<file path="src/design/assert_macros.svh">
// assertion macros shared by the circle point generator
// no dependencies; the including module must have clk_i and rst_ni
`ifndef ASSERT_MACROS_SVH
`define ASSERT_MACROS_SVH

// property checked on every rising clock edge outside reset
`define CPG_ASSERT(label, prop, msg) \
  label: assert property (@(posedge clk_i) disable iff (!rst_ni) prop) else $error(msg);

// condition that must never be seen outside reset
`define CPG_ASSERT_NEVER(label, cond, msg) \
  `CPG_ASSERT(label, !(cond), msg)

`endif

</file>
<file path="src/design/cpg_pkg.sv">
// shared types and constants of the circle point generator
// no dependencies
`default_nettype none

package cpg_pkg;

  // fixed widths of the request and point fields
  localparam int unsigned IN_COORD_W = 11;
  localparam int unsigned RADIUS_W   = 10;
  localparam int unsigned PIX_W      = 13;
  localparam int unsigned DEC_W      = 16;

  // eight mirrored points per step
  localparam int unsigned POINTS = 8;
  localparam int unsigned IDX_W  = $clog2(POINTS);

  // step queue between front and back, power of two
  localparam int unsigned QUEUE_DEPTH = 2;

  // request operation codes
  typedef enum logic {
    OP_START   = 1'b0,
    OP_ADVANCE = 1'b1
  } op_e;

endpackage

`default_nettype wire

</file>
<file path="src/design/cpg_front.sv">
// front end: takes requests, holds the circle state and runs the midpoint step
// depends on cpg_pkg; produces one step record per start or honored advance
`default_nettype none

module cpg_front #(
  parameter int unsigned COORD_WIDTH = 11,
  localparam int unsigned REC_W      = 4 * COORD_WIDTH + 1
) (
  input  wire logic                              clk_i,
  input  wire logic                              rst_ni,
  input  wire logic                              accept_i,
  input  wire cpg_pkg::op_e                      operation_i,
  input  wire logic [cpg_pkg::IN_COORD_W-1:0]    center_x_i,
  input  wire logic [cpg_pkg::IN_COORD_W-1:0]    center_y_i,
  input  wire logic [cpg_pkg::RADIUS_W-1:0]      radius_i,
  output logic                                   rec_push_o,
  output logic [REC_W-1:0]                       rec_o
);
  import cpg_pkg::*;

  localparam int unsigned CW = COORD_WIDTH;

  logic [CW-1:0]    cx_q, cx_d, cy_q, cy_d;
  logic [CW-1:0]    x_q, x_d, y_q, y_d;
  logic [DEC_W-1:0] d_q, d_d;
  logic             running_q, running_d;

  logic             is_start;
  logic             d_pos;
  logic [CW-1:0]    x_step, y_step;
  logic [DEC_W-1:0] diff, d_step, d_init;
  logic             done_step;

  assign is_start = (operation_i == OP_START);

  // midpoint step from the current state
  always_comb begin
    x_step    = x_q + CW'(1);
    d_pos     = !d_q[DEC_W-1] && (d_q != '0);
    y_step    = d_pos ? (y_q - CW'(1)) : y_q;
    diff      = DEC_W'(x_step) - DEC_W'($signed(y_step));
    d_step    = d_pos ? (d_q + (diff << 2) + DEC_W'(10))
                      : (d_q + (DEC_W'(x_step) << 2) + DEC_W'(6));
    done_step = $signed({y_step[CW-1], y_step}) < $signed({1'b0, x_step});
    d_init    = DEC_W'(3) - (DEC_W'(radius_i) << 1);
  end

  // next state
  always_comb begin
    cx_d      = cx_q;
    cy_d      = cy_q;
    x_d       = x_q;
    y_d       = y_q;
    d_d       = d_q;
    running_d = running_q;
    if (accept_i) begin
      if (is_start) begin
        cx_d      = CW'(center_x_i);
        cy_d      = CW'(center_y_i);
        x_d       = '0;
        y_d       = CW'(radius_i);
        d_d       = d_init;
        running_d = 1'b1;
      end else if (running_q) begin
        x_d       = x_step;
        y_d       = y_step;
        d_d       = d_step;
        running_d = !done_step;
      end
    end
  end

  // step record: {done, cy, cx, y, x}
  always_comb begin
    rec_push_o = accept_i && (is_start || running_q);
    if (is_start) begin
      rec_o = {1'b0, CW'(center_y_i), CW'(center_x_i), CW'(radius_i), {CW{1'b0}}};
    end else begin
      rec_o = {done_step, cy_q, cx_q, y_step, x_step};
    end
  end

  // circle state
  always_ff @(posedge clk_i or negedge rst_ni) begin
    if (!rst_ni) begin
      cx_q      <= '0;
      cy_q      <= '0;
      x_q       <= '0;
      y_q       <= '0;
      d_q       <= '0;
      running_q <= 1'b0;
    end else begin
      cx_q      <= cx_d;
      cy_q      <= cy_d;
      x_q       <= x_d;
      y_q       <= y_d;
      d_q       <= d_d;
      running_q <= running_d;
    end
  end

endmodule

`default_nettype wire

</file>
<file path="src/design/cpg_queue.sv">
// short queue of step records between the front and the back end
// depends on cpg_pkg for its depth
`default_nettype none

module cpg_queue #(
  parameter int unsigned WIDTH = 45
) (
  input  wire logic             clk_i,
  input  wire logic             rst_ni,
  input  wire logic             push_i,
  input  wire logic [WIDTH-1:0] data_i,
  input  wire logic             pop_i,
  output logic [WIDTH-1:0]      data_o,
  output logic                  full_o,
  output logic                  empty_o
);
  import cpg_pkg::*;

  localparam int unsigned PTR_W = (QUEUE_DEPTH > 1) ? $clog2(QUEUE_DEPTH) : 1;
  localparam int unsigned CNT_W = $clog2(QUEUE_DEPTH + 1);

  logic [WIDTH-1:0] entry_q [QUEUE_DEPTH];
  logic [PTR_W-1:0] wr_ptr_q, rd_ptr_q;
  logic [CNT_W-1:0] count_q;

  assign full_o  = (count_q == CNT_W'(QUEUE_DEPTH));
  assign empty_o = (count_q == '0);
  assign data_o  = entry_q[rd_ptr_q];

  // entry storage
  always_ff @(posedge clk_i) begin
    if (push_i) begin
      entry_q[wr_ptr_q] <= data_i;
    end
  end

  // pointers and fill count
  always_ff @(posedge clk_i or negedge rst_ni) begin
    if (!rst_ni) begin
      wr_ptr_q <= '0;
      rd_ptr_q <= '0;
      count_q  <= '0;
    end else begin
      if (push_i) begin
        wr_ptr_q <= wr_ptr_q + PTR_W'(1);
      end
      if (pop_i) begin
        rd_ptr_q <= rd_ptr_q + PTR_W'(1);
      end
      if (push_i && !pop_i) begin
        count_q <= count_q + CNT_W'(1);
      end else if (pop_i && !push_i) begin
        count_q <= count_q - CNT_W'(1);
      end
    end
  end

endmodule

`default_nettype wire

</file>
<file path="src/design/cpg_back.sv">
// back end: walks the eight mirrored points of a step record, one per cycle while
// its output register is free or being popped; depends on cpg_pkg; the output register drives the result ports
`default_nettype none

module cpg_back #(
  parameter int unsigned COORD_WIDTH = 11,
  localparam int unsigned REC_W      = 4 * COORD_WIDTH + 1
) (
  input  wire logic                             clk_i,
  input  wire logic                             rst_ni,
  input  wire logic [REC_W-1:0]                 rec_i,
  input  wire logic                             rec_valid_i,
  output logic                                  rec_pop_o,
  input  wire logic                             pop_i,
  output logic                                  empty_o,
  output logic signed [cpg_pkg::PIX_W-1:0]      pixel_x_o,
  output logic signed [cpg_pkg::PIX_W-1:0]      pixel_y_o,
  output logic                                  last_of_step_o,
  output logic                                  circle_done_o
);
  import cpg_pkg::*;

  localparam int unsigned CW = COORD_WIDTH;
  localparam int unsigned EW = CW + PIX_W;
  localparam logic [IDX_W-1:0] IDX_LAST = IDX_W'(POINTS - 1);

  logic [CW-1:0]        rec_x, rec_y, rec_cx, rec_cy;
  logic                 rec_done;
  logic signed [EW-1:0] xe, ye, cxe, cye, a, b, px, py;
  logic                 load;

  logic [IDX_W-1:0]     idx_q;
  logic                 valid_q;
  logic [PIX_W-1:0]     px_q, py_q;
  logic                 last_q, done_q;

  assign {rec_done, rec_cy, rec_cx, rec_y, rec_x} = rec_i;

  // point select: bit 2 swaps x and y, bit 0 negates the column, bit 1 the row
  always_comb begin
    xe  = EW'(rec_x);
    ye  = EW'($signed(rec_y));
    cxe = EW'(rec_cx);
    cye = EW'(rec_cy);
    a   = idx_q[2] ? ye : xe;
    b   = idx_q[2] ? xe : ye;
    px  = idx_q[0] ? (cxe - a) : (cxe + a);
    py  = idx_q[1] ? (cye - b) : (cye + b);
  end

  // load the output register when it is free or being drained
  assign load      = rec_valid_i && (!valid_q || pop_i);
  assign rec_pop_o = load && (idx_q == IDX_LAST);

  // point counter and output register
  always_ff @(posedge clk_i or negedge rst_ni) begin
    if (!rst_ni) begin
      idx_q   <= '0;
      valid_q <= 1'b0;
      px_q    <= '0;
      py_q    <= '0;
      last_q  <= 1'b0;
      done_q  <= 1'b0;
    end else begin
      if (load) begin
        idx_q   <= idx_q + IDX_W'(1);
        valid_q <= 1'b1;
        px_q    <= px[PIX_W-1:0];
        py_q    <= py[PIX_W-1:0];
        last_q  <= (idx_q == IDX_LAST);
        done_q  <= rec_done;
      end else if (pop_i) begin
        valid_q <= 1'b0;
      end
    end
  end

  assign empty_o        = !valid_q;
  assign pixel_x_o      = px_q;
  assign pixel_y_o      = py_q;
  assign last_of_step_o = last_q;
  assign circle_done_o  = done_q;

endmodule

`default_nettype wire

</file>
<file path="src/design/circle_point_generator.sv">
// top level of the midpoint circle point generator
// depends on cpg_pkg, cpg_front, cpg_queue, cpg_back and assert_macros.svh
`default_nettype none
`include "assert_macros.svh"

// A start request (operation 0) latches center and radius and yields the eight
// points of x = 0, y = radius; an advance request (operation 1) takes one
// midpoint step and yields the eight mirrored points of the new (x, y), in the
// order (+x,+y) (-x,+y) (+x,-y) (-x,-y) (+y,+x) (-y,+x) (+y,-x) (-y,-x) around
// the center. The eighth point carries last_of_step; all eight points of the
// step that leaves y below x carry circle_done, and advances after that (or
// before any start) are accepted but yield nothing. The back end writes one
// point per cycle into the output register while that register is empty or
// being popped; the front end takes a request per cycle while the two-entry
// step queue has room. With the back end idle, the first point of a request
// is written into the step queue and then into the output register, where it
// shows on the result ports.
module circle_point_generator #(
  parameter int unsigned COORD_WIDTH = 11
) (
  input  wire logic                              clk_i,
  input  wire logic                              rst_ni,
  input  wire logic                              push,
  output logic                                   full,
  input  wire cpg_pkg::op_e                      operation_i,
  input  wire logic [cpg_pkg::IN_COORD_W-1:0]    center_x_i,
  input  wire logic [cpg_pkg::IN_COORD_W-1:0]    center_y_i,
  input  wire logic [cpg_pkg::RADIUS_W-1:0]      radius_i,
  output logic                                   empty,
  input  wire logic                              pop,
  output logic signed [cpg_pkg::PIX_W-1:0]       pixel_x_o,
  output logic signed [cpg_pkg::PIX_W-1:0]       pixel_y_o,
  output logic                                   last_of_step_o,
  output logic                                   circle_done_o
);
  import cpg_pkg::*;

  localparam int unsigned REC_W = 4 * COORD_WIDTH + 1;

  logic             accept;
  logic             rec_push, rec_pop;
  logic [REC_W-1:0] rec_in, rec_out;
  logic             q_full, q_empty;

  // request accepted while the step queue has room
  assign accept = push && !q_full;
  assign full   = q_full;

  cpg_front #(
    .COORD_WIDTH (COORD_WIDTH)
  ) u_front (
    .clk_i       (clk_i),
    .rst_ni      (rst_ni),
    .accept_i    (accept),
    .operation_i (operation_i),
    .center_x_i  (center_x_i),
    .center_y_i  (center_y_i),
    .radius_i    (radius_i),
    .rec_push_o  (rec_push),
    .rec_o       (rec_in)
  );

  cpg_queue #(
    .WIDTH (REC_W)
  ) u_queue (
    .clk_i   (clk_i),
    .rst_ni  (rst_ni),
    .push_i  (rec_push),
    .data_i  (rec_in),
    .pop_i   (rec_pop),
    .data_o  (rec_out),
    .full_o  (q_full),
    .empty_o (q_empty)
  );

  cpg_back #(
    .COORD_WIDTH (COORD_WIDTH)
  ) u_back (
    .clk_i          (clk_i),
    .rst_ni         (rst_ni),
    .rec_i          (rec_out),
    .rec_valid_i    (!q_empty),
    .rec_pop_o      (rec_pop),
    .pop_i          (pop),
    .empty_o        (empty),
    .pixel_x_o      (pixel_x_o),
    .pixel_y_o      (pixel_y_o),
    .last_of_step_o (last_of_step_o),
    .circle_done_o  (circle_done_o)
  );

  // step queue must never overflow or underflow
  `CPG_ASSERT_NEVER(a_queue_no_overflow, rec_push && q_full, "step queue overflow")
  `CPG_ASSERT_NEVER(a_queue_no_underflow, rec_pop && q_empty, "step queue underflow")

  // points of one step share the same done flag
  `CPG_ASSERT(a_step_done_steady, (pop && !empty && !last_of_step_o) |=> (empty || (circle_done_o == $past(circle_done_o))), "done flag changed within a step")

endmodule

`default_nettype wire
</file>
<file path="config.mk">
export PLATFORM = sky130hd
export DESIGN_NAME = circle_point_generator
export DESIGN_NICKNAME = d
export VERILOG_FILES = /design/src/design/cpg_pkg.sv /design/src/design/cpg_front.sv /design/src/design/cpg_queue.sv /design/src/design/cpg_back.sv /design/src/design/circle_point_generator.sv
export VERILOG_INCLUDE_DIRS = /design/src /design/src/design
export SDC_FILE = /design/constraint.sdc
export NUM_CORES = 1
export LEC_CHECK = 0
export ABC_AREA = 1
export BUFFER_PORTS_ARGS = -buffer_cell sky130_fd_sc_hd__buf_2
export CORE_MARGIN = 2
export CORE_UTILIZATION = 40
export DETAILED_ROUTE_END_ITERATION = 12
export SLEW_MARGIN = 20
export SYNTH_ARGS = -nofsm -noshare
export SYNTH_HDL_FRONTEND = slang
export SYNTH_HIERARCHICAL = 1
export SYNTH_SLANG_ARGS = --single-unit
</file>
<file path="constraint.sdc">
create_clock -name clk_i -period 11.9 [get_ports clk_i]
set_input_delay 2.38 -clock clk_i [delete_from_list [all_inputs] [get_ports clk_i]]
set_output_delay 2.38 -clock clk_i [all_outputs]
set_load 0.005 [all_outputs]
</file>
==> impl_results.md, run 1 <==
* Post-synthesis cell area at approximately 13000 µm²
* R2R cell count at 29
* Worst Hold Depth at 2
* Top Metal Used: met4
* Most frequent cells in the layout: nand2_1 (361), inv_1 (173), o21ai_0 (129)
* Clock Sinks at roughly 190
* Syn-to-layout area delta at 10.2%
* Layout fillers at about 3000
* Worst hold-check path type: flop to flop
* Avg Vias per Cell at about 5
* Critical R2R Launch: u_front/d_q[1]
* Row count at 65
* Clock Tree Buf Depth at 2
* GP Congestion at 0.886
* Post-DP HPWL at about 23000 µm
* Cell count after synthesis at between 1000 and 1500
* Via Count at roughly 9800
* Top post-synthesis cells by area: edfxtp_1 (21%), dfrtp_1 (19%), nand2_1 (11%)
* Diodes inserted at 0
* Cells after DPL at slightly below 2000
* Largest net degree at the start of global routing at 78
* Initial DRT Pass Iterations at 5
* Post-cts resize count at 0
* Status: completed
* Top Ports at 67
* YS warnings at 6
* Kind of start point of the critical path: primary input
* Clock-pin slew on the worst setup and hold paths at ~0.070 ns
* Total track usage at a little under a fifth
* Syn_area_per_cell at between 8 and 9 µm²
* Syn_nets at 1618
* Drc violations at 0
* Count of buffers from port buffering at 66
* Layout Nets at between 1500 and 2000
* Tcrit/Tclk final at approximately 42%
* Most common cell after layout, fill and taps aside: nand2_1
* Die Ht at about 180 µm
* Yosys cell types at 57
* Antenna violations before repair at 0
* Slew at the pin closest to its max-slew limit at 0.955 ns
* Rel. slew slack at between 30% and 40%
* Post-Layout Cell Count at ~2000
* Yosys top cell by area: edfxtp_1
* Setup tns final at 0 ns
* Final wirelength at between 20000 and 30000 µm
* CTS hold repair buffers at 0
* Routed length per instance at roughly 15 µm
* Fmax achieved at approximately 200 MHz
* RSZ-0062 raised after global routing: no
* Clk_lat worst skew at between 0.4 and 0.5 ns
* Critical hold path startpoint: u_back/pixel_x_o[1]
* Num CTS Buffers at 17
* Share of post-route cells with drive strength above 1 at 14.5%
* Hold EP: u_back/pixel_x_o[1]
* Met3 WL post-DR at 898 µm
* R2R Setup Slk at around 7 ns
* Final hold violation count at 0
* Fin. max-slew vios at 0
* Placed inst area at approximately 13000 µm²
* Antenna Nets Post-Route at 0
* Root Driver: clkbuf_16
* Sequential share of the synthesized area at between 40 and 50%
* WS Path Type: primary input to flop
* Post-route cell area at about 14000 µm²
* Period minus WS final at ~5 ns
* CTS tree: built
* Iter 0 DRT Violations at between 600 and 700
* CP required at approximately 12 ns
* Die footprint at approximately 33000 µm²
* H-tree depth at 4
* Max Cap Viol at 0
* Setup crit end kind: flop
* Core box area at roughly 31000 µm²
* Flops & latches, synth at 187
* Initial Util at 40.4%
* Clock skew at ~0.016 ns
* DR WL met2 at between 10000 and 15000 µm
* Top-area cell type share of the netlist area at a little over a fifth
* CP max FO at between 70 and 80
* Worst reg2reg path endpoint: u_front/d_q[15]
* Vias in the first global route at between 9000 and 10000
* Worst Path Arrival at 4.99 ns
* Post-CTS Setup Bufs at 0
* Total grt overflow at 0
* Met1 Wirelength at roughly 14000 µm
* First-pass GRT wire length at around 48000 µm
* # setup viols final at 0
* Chip Width at about 180 µm
-- registers in the layout, summed over array words and instances, names as in the netlist, 2 cells and up --
| name | count |
|---|---|
| u_back/idx_q | 3 |
| u_back/pixel_x_o | 13 |
| u_back/pixel_y_o | 13 |
| u_front/cx_q | 11 |
| u_front/cy_q | 11 |
| u_front/d_q | 16 |
| u_front/x_q | 11 |
| u_front/y_q | 11 |
| u_queue/count_q | 2 |
| u_queue/entry_q | 90 |
-- worst max-delay path by stage --
stage | start | slack [ns] | to | depth (start not counted)
CTS | operation_i | 6.97 | u_queue/entry_q[1][11] | 10
global placement | operation_i | 6.51 | u_queue/entry_q[1][2] | 10
detailed placement | operation_i | 6.51 | u_queue/entry_q[1][11] | 10
floorplan | push | 6.21 | u_queue/entry_q[0][0] | 8
finish | operation_i | 6.96 | u_queue/entry_q[1][11] | 10
global route | u_front/x_q[0] | 6.61 | u_front/d_q[14] | 27
-- per-stage QoR --
step                      hold WS [ns]  util (%)  setup slack, ns
final                            0.475      44.5             6.96
after global routing             0.504      44.5             6.61
after CTS                        0.481      44.5             6.97
after detailed placement         0.453      42.4             6.51
after global placement           0.458      42.4             6.51
after floorplan                  0.440         -             6.21
-- logic make-up after synthesis --
group	share of synthesized area [%]
flip-flops	40.6
adder cells (fa/ha/maj)	9.80
AO/OA/AOI/OAI	11.1
AND/OR/NAND/NOR	21.8
XOR/XNOR	3.88
buffers and inverters	7.63
multiplexers	5.17
-- routing by layer --
layer | GRT usage, % | vias to the layer above
met5 | 0 | -
met4 | 4.03 | 0
met3 | 2.03 | 23
met2 | 30.7 | 200
met1 | 25.5 | 4574
li1 | - | 5031
-- cells in the mapped netlist, drive strengths merged --
cell type / instances
nand3b: 1
clkinv: 2
a211o: 1
and3: 2
edfxtp: 90
ha: 91
o21ai: 150
nand2: 393
a21boi: 1
xnor2: 23
a21o: 6
nor4: 1
a31oi: 11
mux2: 45
nor3: 16
o2111ai: 2
or2: 10
a21oi: 72
inv: 179
o22ai: 1
o311ai: 1
o211ai: 3
nand3: 76
nor2: 109
xor2: 33
fa: 5
clkbuf: 18
buf: 22
a221oi: 1
o31ai: 1
nand4: 11
o21bai: 7
dfrtp: 97
and2: 1
a22oi: 3
-- worst max-delay path, cell delays in order --
cell and delay (ns):
buf_2 0.10, buf_4 0.34, inv_2 0.48, nand2_1 0.10, buf_4 0.27, nand2_2 0.11, buf_4 0.50, nand2_1 0.12
clkinv_1 0.06, buf_4 0.48
-- area by class of cell --
cell class	instances	area, µm²	area share, %
Clock buffer	17	425	3.05
Multi-Input combinational cell	1077	6550	47.1
Clock inverter	15	234	1.68
Tap cell	402	503	3.61
Sequential cell	187	5130	36.8
Timing Repair Buffer	74	393	2.82
Inverter	181	687	4.93
Power of run 1 is not shown: default switching activity piles up to over one toggle a cycle in this logic, so the estimate is an artifact.
==> run 2, diff against run 1 <==
==> constraint.sdc (replaced) <==
create_clock -name clk_i -period 4.7 [get_ports clk_i]
set_input_delay 0.94 -clock clk_i [delete_from_list [all_inputs] [get_ports clk_i]]
set_output_delay 0.94 -clock clk_i [all_outputs]
set_load 0.005 [all_outputs]
==> run 2 against run 1 <==
Cell area up 0.90%. Highest routed layer unchanged. Hold slack worse by 0.079 ns. Clock skew up 0.00054 ns.
==> impl_results.md, run 2 (same netlist as run 1, synthesis figures left out) <==
* Status: completed
* Multi-input gate area at 6620 µm² (+1.0%)
* R2R cell count at 27 (-6.9%)
* Fin. max-slew vios at 0 (unchanged)
* Final hold violation count at 0 (unchanged)
* Most flops, register: u_queue/entry_q
* Biggest regs: u_queue/entry_q: 90 flops, u_front/d_q: 16 flops
* Cells after DPL at 1930 (+0.47%)
* Post-Layout Cell Count at 1963 (+0.51%)
* Register area at 5130 µm² (about the same)
* Final worst slack at 0.367 ns (-6.59 ns)
* Setup crit end kind: flop
* Clk_lat worst skew at 0.44 ns (about the same)
* Die footprint at 33000 µm² (unchanged)
* Die Ht at 182 µm (unchanged)
* Layout fillers at 3049 (-1.0%)
* Vias in the first global route at 9579 (+1.3%)
* Diodes inserted at 0 (unchanged)
* Share of post-route cells with drive strength above 1 at 15.9% (+1.4 points)
* CTS hold repair buffers at 0 (unchanged)
* Drc violations at 0 (unchanged)
* Top Ports at 67 (unchanged)
* CP max-delay cell: dfrtp_1
* Slew at the pin closest to its max-slew limit at 0.783 ns (-0.172 ns)
* Core box area at 31300 µm² (unchanged)
* CP max FO at 7 (-91%)
* Worst Path Arrival at 4.63 ns (-0.36 ns)
* Total track usage at 19.2% (+0.89 points)
* Worst reg2reg path endpoint: u_front/d_q[14]
* CTS tree: built
* Rel. slew slack at 47.5% (+11 points)
* Max Cap Viol at 0 (unchanged)
* Total grt overflow at 0 (unchanged)
* Most common cell after layout, fill and taps aside: nand2_1
* First-pass GRT wire length at 49900 µm (+3.9%)
* Clock Sinks at 187 (unchanged)
* Worst slack, placed at -0.0173 ns (-6.53 ns)
* CP required at 5.00 ns (-6.96 ns)
* CP max stage delay at 0.43 ns (-0.07 ns)
* Routed length per instance at 15.7 µm (+3.7%)
* WS Path Type: flop to flop
* Clock Tree Buf Depth at 2 (unchanged)
* Via Count at 9891 (+0.64%)
* R2R Setup Slk at 0.37 ns (-6.73 ns)
* Post-DP HPWL at 23600 µm (+4.4%)
* Initial Util at 40.4% (unchanged)
* Most frequent cells in the layout: nand2_1 (361), inv_1 (173), o21ai_0 (129)
* Root Driver: clkbuf_16
* Syn-to-layout area delta at 11.2%
* Clock-pin slew on the worst setup and hold paths at 0.08 ns (about the same)
* Cell mode on critical path: nand2_1
* Tcrit/Tclk final at between 90% and 100%
* Fmax achieved at around 230 MHz
* Num CTS Buffers at 17 (unchanged)
* GP Congestion at 0.873 (-1.4%)
* Period minus WS final at 4.33 ns
* Iter 0 DRT Violations at 706 (+7.3%)
* Avg Vias per Cell at 5.04 (+0.13%)
* Crit-path leading delay family: simple AND/OR/NAND/NOR gates
* # setup viols final at 0 (unchanged)
* Chip Width at 182 µm (unchanged)
* Largest net degree at the start of global routing at 77 (-1.3%)
* Row count at 65 (unchanged)
* Kind of start point of the critical path: flop
* Worst hold-check path type: primary input to async pin
* H-tree depth at 4 (unchanged)
* Count of buffers from port buffering at 66 (unchanged)
* Buf/Inv on CP at 1 (-6)
* Clock skew at 0.0166 ns (+0.000536 ns)
* Antenna violations before repair at 0 (unchanged)
* Initial DRT Pass Iterations at 7 (+2)
* Max FFs per register at 90 (unchanged)
* Final wirelength at 30900 µm (+4.2%)
* Layout Nets at 1681 (+0.60%)
* Critical R2R Launch: u_front/d_q[8]
* Antenna Nets Post-Route at 0 (unchanged)
-- run 2: cell types whose count changed in the layout (fill, tap and decap cells not counted), moves of 3 or more --
cell,before,now
dfrtp_2,1,4
dfrtp_1,96,93
buf_4,9,19
ha_1,91,88
-- run 2: worst max-delay path by stage --
stage | end | slack (ns) | startpoint | depth (start not counted)
finish | u_front/d_q[14] | 0.37 | u_front/d_q[8] | 27
global route | u_front/d_q[15] | -0.006 | u_front/d_q[11] | 27
detailed placement | u_front/d_q[14] | -0.02 | u_front/x_q[0] | 27
global placement | u_front/d_q[14] | -0.01 | u_front/x_q[0] | 27
floorplan | u_queue/entry_q[0][0] | 0.45 | push | 8
CTS | u_front/d_q[14] | 0.06 | u_front/x_q[0] | 27
-- run 2: worst reg2reg max path: stages (launching register included) --
cell and delay (ns):
dfrtp_1 0.43, nor2_1 0.13, nand2_1 0.10, nor2_4 0.15, nand2_4 0.09, nand2_8 0.11
nor2_4 0.05, nand2_1 0.07, nor2_1 0.04, o21ai_1 0.17, inv_1 0.07, ha_1 0.34
nand2_1 0.08, o21ai_0 0.27, a21oi_1 0.11, o21ai_0 0.27, xor2_1 0.22, ha_1 0.26
ha_1 0.37, nand2_1 0.11, nor3_2 0.15, nand3_1 0.10, nand4_1 0.13, a21oi_1 0.07
o21ai_0 0.07, o21ai_0 0.10, nand2_1 0.07, a22oi_1 0.08
-- run 2: timing repair --
action,4_1_cts,5_1_grt
pin swaps,0,5
endpoints found under the setup margin,1,4
setup buffers,0,1
gates resized for setup,1,14
-- run 2: cell type report --
class | count | share of cell area [%]
Clock buffer | 18 | 3.05
Clock inverter | 14 | 1.49
Inverter | 181 | 4.89
Multi-Input combinational cell | 1077 | 47.1
Sequential cell | 187 | 36.5
Tap cell | 402 | 3.58
Timing Repair Buffer | 84 | 3.33
-- run 2: per-stage QoR --
| step | area (µm²) | hold WS, ns | TNS [ns] | util (%) |
|---|---|---|---|---|
| after detailed placement | 13300 | 0.460 | -0.0173 | 42.6 |
| after CTS | 14000 | 0.383 | 0 | 44.6 |
| final | 14100 | 0.396 | 0 | 44.9 |
| after floorplan | 12600 | 0.440 | 0 | - |
| after global routing | 14100 | 0.402 | -0.00609 | 44.9 |
| after global placement | 13300 | 0.458 | -0.0118 | 42.6 |
-- run 2: routing by layer --
layer	wire, µm	up-vias	track usage (%)
met5	0	-	0
met4	574	0	5.56
met3	1000	30	1.97
met2	14200	182	31.4
met1	15100	4616	26.9
li1	-	5063	-
Power of run 2 is left out for the same reason.
